==> src/sv/assert_macros.svh <==
// Assertion macros shared by the queue and back-end modules of the vector dot and distance block.
`ifndef ASSERT_MACROS_SVH
`define ASSERT_MACROS_SVH

// Concurrent check sampled on the rising clock edge, off while reset is low.
`define ASSERT_SYNC(label, clk, rst_n, prop, msg) \
    label: assert property (@(posedge clk) disable iff (!rst_n) (prop)) \
        else $error(msg);

// Same check, named for rules that must hold on every edge after reset.
`define ASSERT_ALWAYS(label, clk, rst_n, prop, msg) \
    `ASSERT_SYNC(label, clk, rst_n, prop, msg)

`endif

==> src/sv/i7vd_pkg.sv <==
// Package with types and constants of the vector dot and distance block.
package i7vd_pkg;

    localparam int MAX_LANES = 4;
    localparam int ELEM_W    = 7;
    localparam int BYTE_W    = 8;
    localparam int TERM_W    = 2 * ELEM_W;
    localparam int SUM_W     = TERM_W + 2;
    localparam int ACC_W     = 32;
    localparam int RESULT_W  = 31;
    localparam int DATA_W    = MAX_LANES * BYTE_W;
    localparam int COUNT_W   = 3;

    localparam int DEF_LANES     = 4;
    localparam int DEF_MID_DEPTH = 4;
    localparam int DEF_OUT_DEPTH = 2;

    typedef enum logic {
        MODE_DOT     = 1'b0,
        MODE_SQ_DIST = 1'b1
    } t_mode;

    typedef struct packed {
        logic                                last;
        logic [MAX_LANES-1:0][TERM_W-1:0]    terms;
    } t_mid_word;

    typedef struct packed {
        logic full;
        logic empty;
    } t_q_status;

endpackage

==> src/sv/i7vd_fifo.sv <==
// Small register-based queue used between the front and back and at the output.
module i7vd_fifo
    import i7vd_pkg::*;
#(
    parameter int WIDTH = 8,
    parameter int DEPTH = 4
) (
    input  logic             i_clk,
    input  logic             i_rst_n,
    input  logic             i_push,
    input  logic [WIDTH-1:0] i_wdata,
    input  logic             i_pop,
    output logic [WIDTH-1:0] o_rdata,
    output t_q_status        o_status
);

`include "assert_macros.svh"

    localparam int ADDR_W = (DEPTH > 1) ? $clog2(DEPTH) : 1;
    localparam int CNT_W  = $clog2(DEPTH + 1);

    logic [WIDTH-1:0]  r_mem [DEPTH];
    logic [ADDR_W-1:0] r_wptr, n_wptr;
    logic [ADDR_W-1:0] r_rptr, n_rptr;
    logic [CNT_W-1:0]  r_count, n_count;
    logic              wr_en, rd_en;

    assign o_status.full  = (r_count == CNT_W'(DEPTH));
    assign o_status.empty = (r_count == '0);
    assign wr_en = i_push && !o_status.full;
    assign rd_en = i_pop && !o_status.empty;
    assign o_rdata = r_mem[r_rptr];

    always_comb begin
        n_wptr  = r_wptr;
        n_rptr  = r_rptr;
        n_count = r_count;
        if (wr_en) begin
            n_wptr = (r_wptr == ADDR_W'(DEPTH - 1)) ? '0 : r_wptr + 1'b1;
        end
        if (rd_en) begin
            n_rptr = (r_rptr == ADDR_W'(DEPTH - 1)) ? '0 : r_rptr + 1'b1;
        end
        if (wr_en && !rd_en) begin
            n_count = r_count + 1'b1;
        end else if (rd_en && !wr_en) begin
            n_count = r_count - 1'b1;
        end
    end

    always_ff @(posedge i_clk) begin
        if (!i_rst_n) begin
            r_wptr  <= '0;
            r_rptr  <= '0;
            r_count <= '0;
        end else begin
            r_wptr  <= n_wptr;
            r_rptr  <= n_rptr;
            r_count <= n_count;
        end
    end

    always_ff @(posedge i_clk) begin
        if (wr_en) begin
            r_mem[r_wptr] <= i_wdata;
        end
    end

    `ASSERT_ALWAYS(a_count_bound, i_clk, i_rst_n, r_count <= CNT_W'(DEPTH), "fifo count above depth")
    `ASSERT_SYNC(a_count_up, i_clk, i_rst_n, (wr_en && !rd_en) |=> (r_count == $past(r_count) + 1'b1), "fifo count did not rise on push")
    `ASSERT_SYNC(a_ptr_gap, i_clk, i_rst_n, (r_count == '0) |-> (r_wptr == r_rptr), "empty fifo with pointers apart")

endmodule

==> src/sv/i7vd_front.sv <==
// Front end: holds the mode register and turns each input word into lane terms.
module i7vd_front
    import i7vd_pkg::*;
#(
    parameter int LANES = DEF_LANES
) (
    input  logic               i_clk,
    input  logic               i_rst_n,
    input  logic               i_cfg_valid,
    input  logic               i_cfg_data,
    input  logic [DATA_W-1:0]  i_a_lanes,
    input  logic [DATA_W-1:0]  i_b_lanes,
    input  logic [COUNT_W-1:0] i_lane_count,
    input  logic               i_last,
    output t_mid_word          o_word
);

    t_mode r_mode;

    always_ff @(posedge i_clk) begin
        if (!i_rst_n) begin
            r_mode <= MODE_DOT;
        end else if (i_cfg_valid) begin
            r_mode <= t_mode'(i_cfg_data);
        end
    end

    assign o_word.last = i_last;

    // Lanes at or above LANES never enable, which also saturates the count.
    for (genvar i = 0; i < MAX_LANES; i++) begin : g_lane
        if (i < LANES) begin : g_active
            localparam logic [COUNT_W-1:0] LaneIdx = COUNT_W'(i);
            logic [ELEM_W-1:0] x, y, d, op0, op1;
            logic [TERM_W-1:0] prod;
            logic              lane_on;

            assign x = i_a_lanes[i*BYTE_W +: ELEM_W];
            assign y = i_b_lanes[i*BYTE_W +: ELEM_W];
            assign d = (x >= y) ? (x - y) : (y - x);
            assign op0 = (r_mode == MODE_SQ_DIST) ? d : x;
            assign op1 = (r_mode == MODE_SQ_DIST) ? d : y;
            assign prod = TERM_W'(op0) * TERM_W'(op1);
            assign lane_on = (LaneIdx < i_lane_count);
            assign o_word.terms[i] = lane_on ? prod : '0;
        end else begin : g_idle
            assign o_word.terms[i] = '0;
        end
    end

endmodule

==> src/sv/i7vd_back.sv <==
// Back end: adds the lane terms into the running sum and issues totals.
module i7vd_back
    import i7vd_pkg::*;
(
    input  logic                i_clk,
    input  logic                i_rst_n,
    input  t_mid_word           i_mid_word,
    input  t_q_status           i_mid_status,
    input  t_q_status           i_out_status,
    output logic                o_mid_pop,
    output logic                o_out_push,
    output logic [RESULT_W-1:0] o_out_data
);

`include "assert_macros.svh"

    logic [ACC_W-1:0] r_acc, n_acc;
    logic [SUM_W-1:0] term_sum;

    always_comb begin
        term_sum = '0;
        for (int i = 0; i < MAX_LANES; i++) begin
            term_sum = term_sum + SUM_W'(i_mid_word.terms[i]);
        end
    end

    // A final word waits until the output queue has room for its total.
    assign o_mid_pop  = !i_mid_status.empty && (!i_mid_word.last || !i_out_status.full);
    assign o_out_push = o_mid_pop && i_mid_word.last;
    assign n_acc      = r_acc + ACC_W'(term_sum);
    assign o_out_data = n_acc[RESULT_W-1:0];

    always_ff @(posedge i_clk) begin
        if (!i_rst_n) begin
            r_acc <= '0;
        end else if (o_mid_pop) begin
            r_acc <= i_mid_word.last ? '0 : n_acc;
        end
    end

    `ASSERT_SYNC(a_acc_clear, i_clk, i_rst_n, o_out_push |=> (r_acc == '0), "sum not cleared after total")

endmodule

==> src/sv/int7_vector_dot_or_sq_distance_top.sv <==
// Top level of the streaming dot product and squared distance block.
// Each word carries up to four 7-bit element pairs and is taken whenever full is low, one word
// per clock sustained: the front computes one 7x7 product per lane as the word enters the
// middle queue, and the back adds the lane terms into the 32-bit running sum at one word per
// cycle while the middle queue is not empty and, for a last word, the output queue has room. A
// total goes through the middle and output queues to the result side. The mode bit (0 dot
// product, 1 squared distance) is written through the configuration channel, which is always
// ready, and applies to words taken after the write. The result is the low 31 bits of the sum.
module int7_vector_dot_or_sq_distance_top
    import i7vd_pkg::*;
#(
    parameter int LANES     = DEF_LANES,
    parameter int MID_DEPTH = DEF_MID_DEPTH,
    parameter int OUT_DEPTH = DEF_OUT_DEPTH
) (
    input  logic                i_clk,
    input  logic                i_rst_n,
    input  logic                i_cfg_valid,
    output logic                o_cfg_ready,
    input  logic                i_cfg_data,
    input  logic                push,
    output logic                full,
    input  logic [DATA_W-1:0]   i_a_lanes,
    input  logic [DATA_W-1:0]   i_b_lanes,
    input  logic [COUNT_W-1:0]  i_lane_count,
    input  logic                i_last,
    output logic                empty,
    input  logic                pop,
    output logic [RESULT_W-1:0] o_result
);

    t_mid_word           front_word, mid_word;
    t_q_status           mid_status, out_status;
    logic                mid_pop, out_push;
    logic [RESULT_W-1:0] out_data;

    assign o_cfg_ready = 1'b1;

    i7vd_front #(
        .LANES (LANES)
    ) u_front (
        .i_clk        (i_clk),
        .i_rst_n      (i_rst_n),
        .i_cfg_valid  (i_cfg_valid && o_cfg_ready),
        .i_cfg_data   (i_cfg_data),
        .i_a_lanes    (i_a_lanes),
        .i_b_lanes    (i_b_lanes),
        .i_lane_count (i_lane_count),
        .i_last       (i_last),
        .o_word       (front_word)
    );

    i7vd_fifo #(
        .WIDTH ($bits(t_mid_word)),
        .DEPTH (MID_DEPTH)
    ) u_mid_q (
        .i_clk    (i_clk),
        .i_rst_n  (i_rst_n),
        .i_push   (push),
        .i_wdata  (front_word),
        .i_pop    (mid_pop),
        .o_rdata  (mid_word),
        .o_status (mid_status)
    );

    i7vd_back u_back (
        .i_clk        (i_clk),
        .i_rst_n      (i_rst_n),
        .i_mid_word   (mid_word),
        .i_mid_status (mid_status),
        .i_out_status (out_status),
        .o_mid_pop    (mid_pop),
        .o_out_push   (out_push),
        .o_out_data   (out_data)
    );

    i7vd_fifo #(
        .WIDTH (RESULT_W),
        .DEPTH (OUT_DEPTH)
    ) u_out_q (
        .i_clk    (i_clk),
        .i_rst_n  (i_rst_n),
        .i_push   (out_push),
        .i_wdata  (out_data),
        .i_pop    (pop),
        .o_rdata  (o_result),
        .o_status (out_status)
    );

    assign full  = mid_status.full;
    assign empty = out_status.empty;

endmodule

==> config.mk <==
export PLATFORM = sky130hd
export DESIGN_NAME = int7_vector_dot_or_sq_distance_top
export DESIGN_NICKNAME = d
export VERILOG_FILES = /design/src/sv/i7vd_pkg.sv /design/src/sv/i7vd_fifo.sv /design/src/sv/i7vd_front.sv /design/src/sv/i7vd_back.sv /design/src/sv/int7_vector_dot_or_sq_distance_top.sv
export VERILOG_INCLUDE_DIRS = /design/src /design/src/sv
export SDC_FILE = /design/constraint.sdc
export NUM_CORES = 1
export LEC_CHECK = 0
export ABC_AREA = 1
export CAP_MARGIN = 25
export CELL_PAD_IN_SITES_DETAIL_PLACEMENT = 0
export CELL_PAD_IN_SITES_GLOBAL_PLACEMENT = 2
export CORE_UTILIZATION = 44
export DETAILED_ROUTE_END_ITERATION = 7
export DONT_BUFFER_PORTS = 1
export PLACE_DENSITY = 0.85
export SLEW_MARGIN = 40
export SYNTH_ARGS = -nofsm -noshare
export SYNTH_HDL_FRONTEND = slang
export SYNTH_SLANG_ARGS = --single-unit
==> constraint.sdc <==
create_clock -name i_clk -period 10.4 [get_ports i_clk]
set_input_delay 1.04 -clock i_clk [delete_from_list [all_inputs] [get_ports i_clk]]
set_output_delay 1.04 -clock i_clk [all_outputs]
set_load 0.01 [all_outputs]
==> impl_metrics.csv <==
group,metric,value,unit
outcome,status,"complete, no violations",
drt,drc_errors,0,
floorplanning,die_height,244,um
critical_path,endpoint_kind,"register",
sta,final-hold-violation-count,0,
clock_network,cts-resized-gates,0,
drt,first_iter_violations,1002,
final_layout,final_area,27500,um2
global_routing,antenna_found_initial,0,
sta,setup_viol,0,
final_layout,fill_cells,5583,
critical_path,crit_end,"u_out_q.r_mem[0][29]$_DFFE_PP_",
critical_path,crit_required,10.72,ns
sta,slew-limit-headroom,52.2,%
floorplanning,initial_utilization,44.6,%
final_layout,nets,3360,
clock_network,clockBufferDepth,3,
final_layout,multi_input_area,14000,um2
drt,route.met2.wl,29000,um
global_routing,grt_pass1_wl,96100,um
final_layout,ff_latch_area,9640,um2
critical_path,cp.arrival,7.29,ns
sta,fin_hold_ws,0.469,ns
synthesis,synth_area_leaders,"edfxtp_1 34%, ha_1 11%, fa_1 9.5%",
place,placed_cell_area,26500,um2
clock_network,cts_tree,"done",
sta,fin_crit,6.98,ns
synthesis,post-synth-top-count-cell,"nand2_1",
synthesis,ys.flop_type,"edfxtp_1",
synthesis,ys_warn_count,0,
floorplanning,core-area,57700,um2
synthesis,synthesis.area,25700,um2
sta,worst_clock_skew,0.00926,ns
drt,antenna_left,0,
drt,via_per_inst,5.01,
drt,drt-met1-wl,27300,um
synthesis,syn_area_per_cell,8.70,um2
synthesis,synth_top_area_share,33.9,%
synthesis,ys_seq_area_share,37.5,%
floorplanning,io_pins,108,
clock_network,htree_levels,1,
clock_network,clk_latency,0.57,ns
flow_run,max_cap_violations,0,
global_routing,grt_max_degree,67,
critical_path,critPathKind,"reg2reg",
drt,top_layer,"met4",
critical_path,rr_worst_depth,26,
place,dp_hpwl,45900,um
floorplanning,rows,88,
synthesis,synth_edf_count,290,
synthesis,syn_inst,2954,
clock_network,hold_buffers,0,
synthesis,synthTopCellsByCount,"630 x nand2_1, 442 x inv_1, 294 x nor2_1",
drt,wire_per_inst,15.9,um
sta,slew_violations,0,
drt,dr_wl_met3,1910,um
final_layout,diodes,0,
critical_path,worst-path-max-fanout,59,
critical_path,start_kind,"register",
synthesis,synth_cell_types,52,
global_routing,grt_usage,19.9,%
place,io_buffers,0,
sta,fin_crit_sh,67.1,%
sta,rsz0062_at_grt,"no",
floorplanning,die_area,59400,um2
synthesis,yosys.area.top_type,"edfxtp_1",
sta,worstMarginPinSlew,0.716,ns
worst_hold_path,hold_class,"reg2reg",
drt,drtPass1Iterations,5,
sta,fmax,143,MHz
drt,vias,18600,
clock_network,cts_made_buffers,31,
place,gp_congestion,0.884,
synthesis,synthArstFlopShare,0,%
floorplanning,die_w,244,um
clock_network,cts_setup_buffers,0,
clock_network,clockRootBuffer,"clkbuf_16",
global_routing,grt_pass1_vias,18800,
critical_path,timing.rr.end,"u_out_q.r_mem[0][29]$_DFFE_PP_",
critical_path,r2r_slack,3.42,ns
global_routing,grt-ovfl-total,0,
drt,drt_wl_total,59000,um
clock_network,clkTransAtPathRegs,0.07,ns
final_layout,drive_gt1_share,7.45,%
clock_network,cts_num_sinks,336,
final_layout,syn_to_final_growth,6.83,%
synthesis,ys_seq_elements,336,
sta,setup_tns,0,ns
synthesis,syn-num-nets,3383,
metal layers:
metal,vias to the layer above,track usage (%)
met4,0,3.75
li1,9600,-
met1,8700,26.1
met2,289,35.7
met5,-,0
met3,48,1.73
cell usage in the layout (no fill, tap or decap), types with 27 or more instances in the layout:
cell       count
nand2_1      630
inv_1        440
edfxtp_1     290
nor2_1       288
ha_1         233
a21oi_1      191
o21ai_0      133
fa_1         122
nand3_1      107
xor2_1        71
dfxtp_1       44
nand2_2       38
mux2_2        31
clkbuf_16     31
o22ai_1       30
inv_2         28
a32o_1        27
metrics by stage:
stage          std cells  util, %  setup WS (ns)
6_report            3720     47.6           3.42
5_1_grt             3720     47.6           2.92
4_1_cts             3720     47.6           3.31
3_5_place_dp        3663     45.9           3.36
3_3_place_gp        3663     45.9           3.46
2_1_floorplan       2954        -           4.43
worst max-delay path, cell delays in order, from the launching register on:
cell      delay [ns]
dfxtp_4         0.50
inv_2           0.54
buf_4           0.61
o21ai_0         0.17
o22ai_1         0.28
ha_1            0.35
a21oi_1         0.17
a21boi_0        0.31
o21ai_0         0.20
a21oi_1         0.20
xor2_1          0.26
fa_1            0.45
inv_1           0.06
ha_1            0.28
nand2_1         0.11
a21oi_1         0.06
a211oi_1        0.17
nand3_1         0.14
a21oi_1         0.16
o21bai_1        0.09
ha_1            0.38
nand2_2         0.09
o21ai_0         0.53
nand4_1         0.20
nand2_1         0.11
nand2_1         0.06
and2_1          0.15
cells by family after synthesis:
family / after synthesis / synth area share, %
xor gates and xnor gates: 93 / 3.17
and+or+nand+nor: 1159 / 19.0
other: 1 / 0.0146
DFF: 336 / 37.5
AOI/OAI and AO/OA: 438 / 9.93
buffers and inverters: 541 / 8.27
adders and majority gates: 355 / 20.8
muxes: 31 / 1.36
flip-flops by register name, summed over array words and instances, names as in the netlist, named ones only:
name and count:
u_back.r_acc 31, u_front.r_mode 1, u_mid_q.r_count 3, u_mid_q.r_mem 228, u_mid_q.r_rptr 2, u_mid_q.r_wptr 2, u_out_q.r_count 2, u_out_q.r_mem 62
u_out_q.r_rptr 1, u_out_q.r_wptr 1
cell type report:
cell class,instances,area share [%]
Clock buffer,45,3.20
Tap cell,765,3.48
Sequential cell,336,35.1
Inverter,471,6.46
Clock inverter,12,0.374
Timing Repair Buffer,14,0.451
Multi-Input combinational cell,2077,51.0
worst min-delay path by stage:
stage | start | to | slack (ns) | cells past startpoint
6_report | u_back.r_acc[2]$_SDFFE_PN0P_ | u_back.r_acc[2]$_SDFFE_PN0P_ | 0.47 | 2
3_3_place_gp | u_back.r_acc[0]$_SDFFE_PN0P_ | u_back.r_acc[0]$_SDFFE_PN0P_ | 0.45 | 2
5_1_grt | u_back.r_acc[15]$_SDFFE_PN0P_ | u_back.r_acc[15]$_SDFFE_PN0P_ | 0.49 | 2
4_1_cts | u_back.r_acc[14]$_SDFFE_PN0P_ | u_back.r_acc[14]$_SDFFE_PN0P_ | 0.47 | 2
2_1_floorplan | u_back.r_acc[9]$_SDFFE_PN0P_ | u_back.r_acc[9]$_SDFFE_PN0P_ | 0.44 | 2
3_5_place_dp | u_back.r_acc[14]$_SDFFE_PN0P_ | u_back.r_acc[14]$_SDFFE_PN0P_ | 0.46 | 2
Power is left out: the tool's default activity adds up to more than one toggle a clock period on the data nets, which glitch-free logic cannot reach.
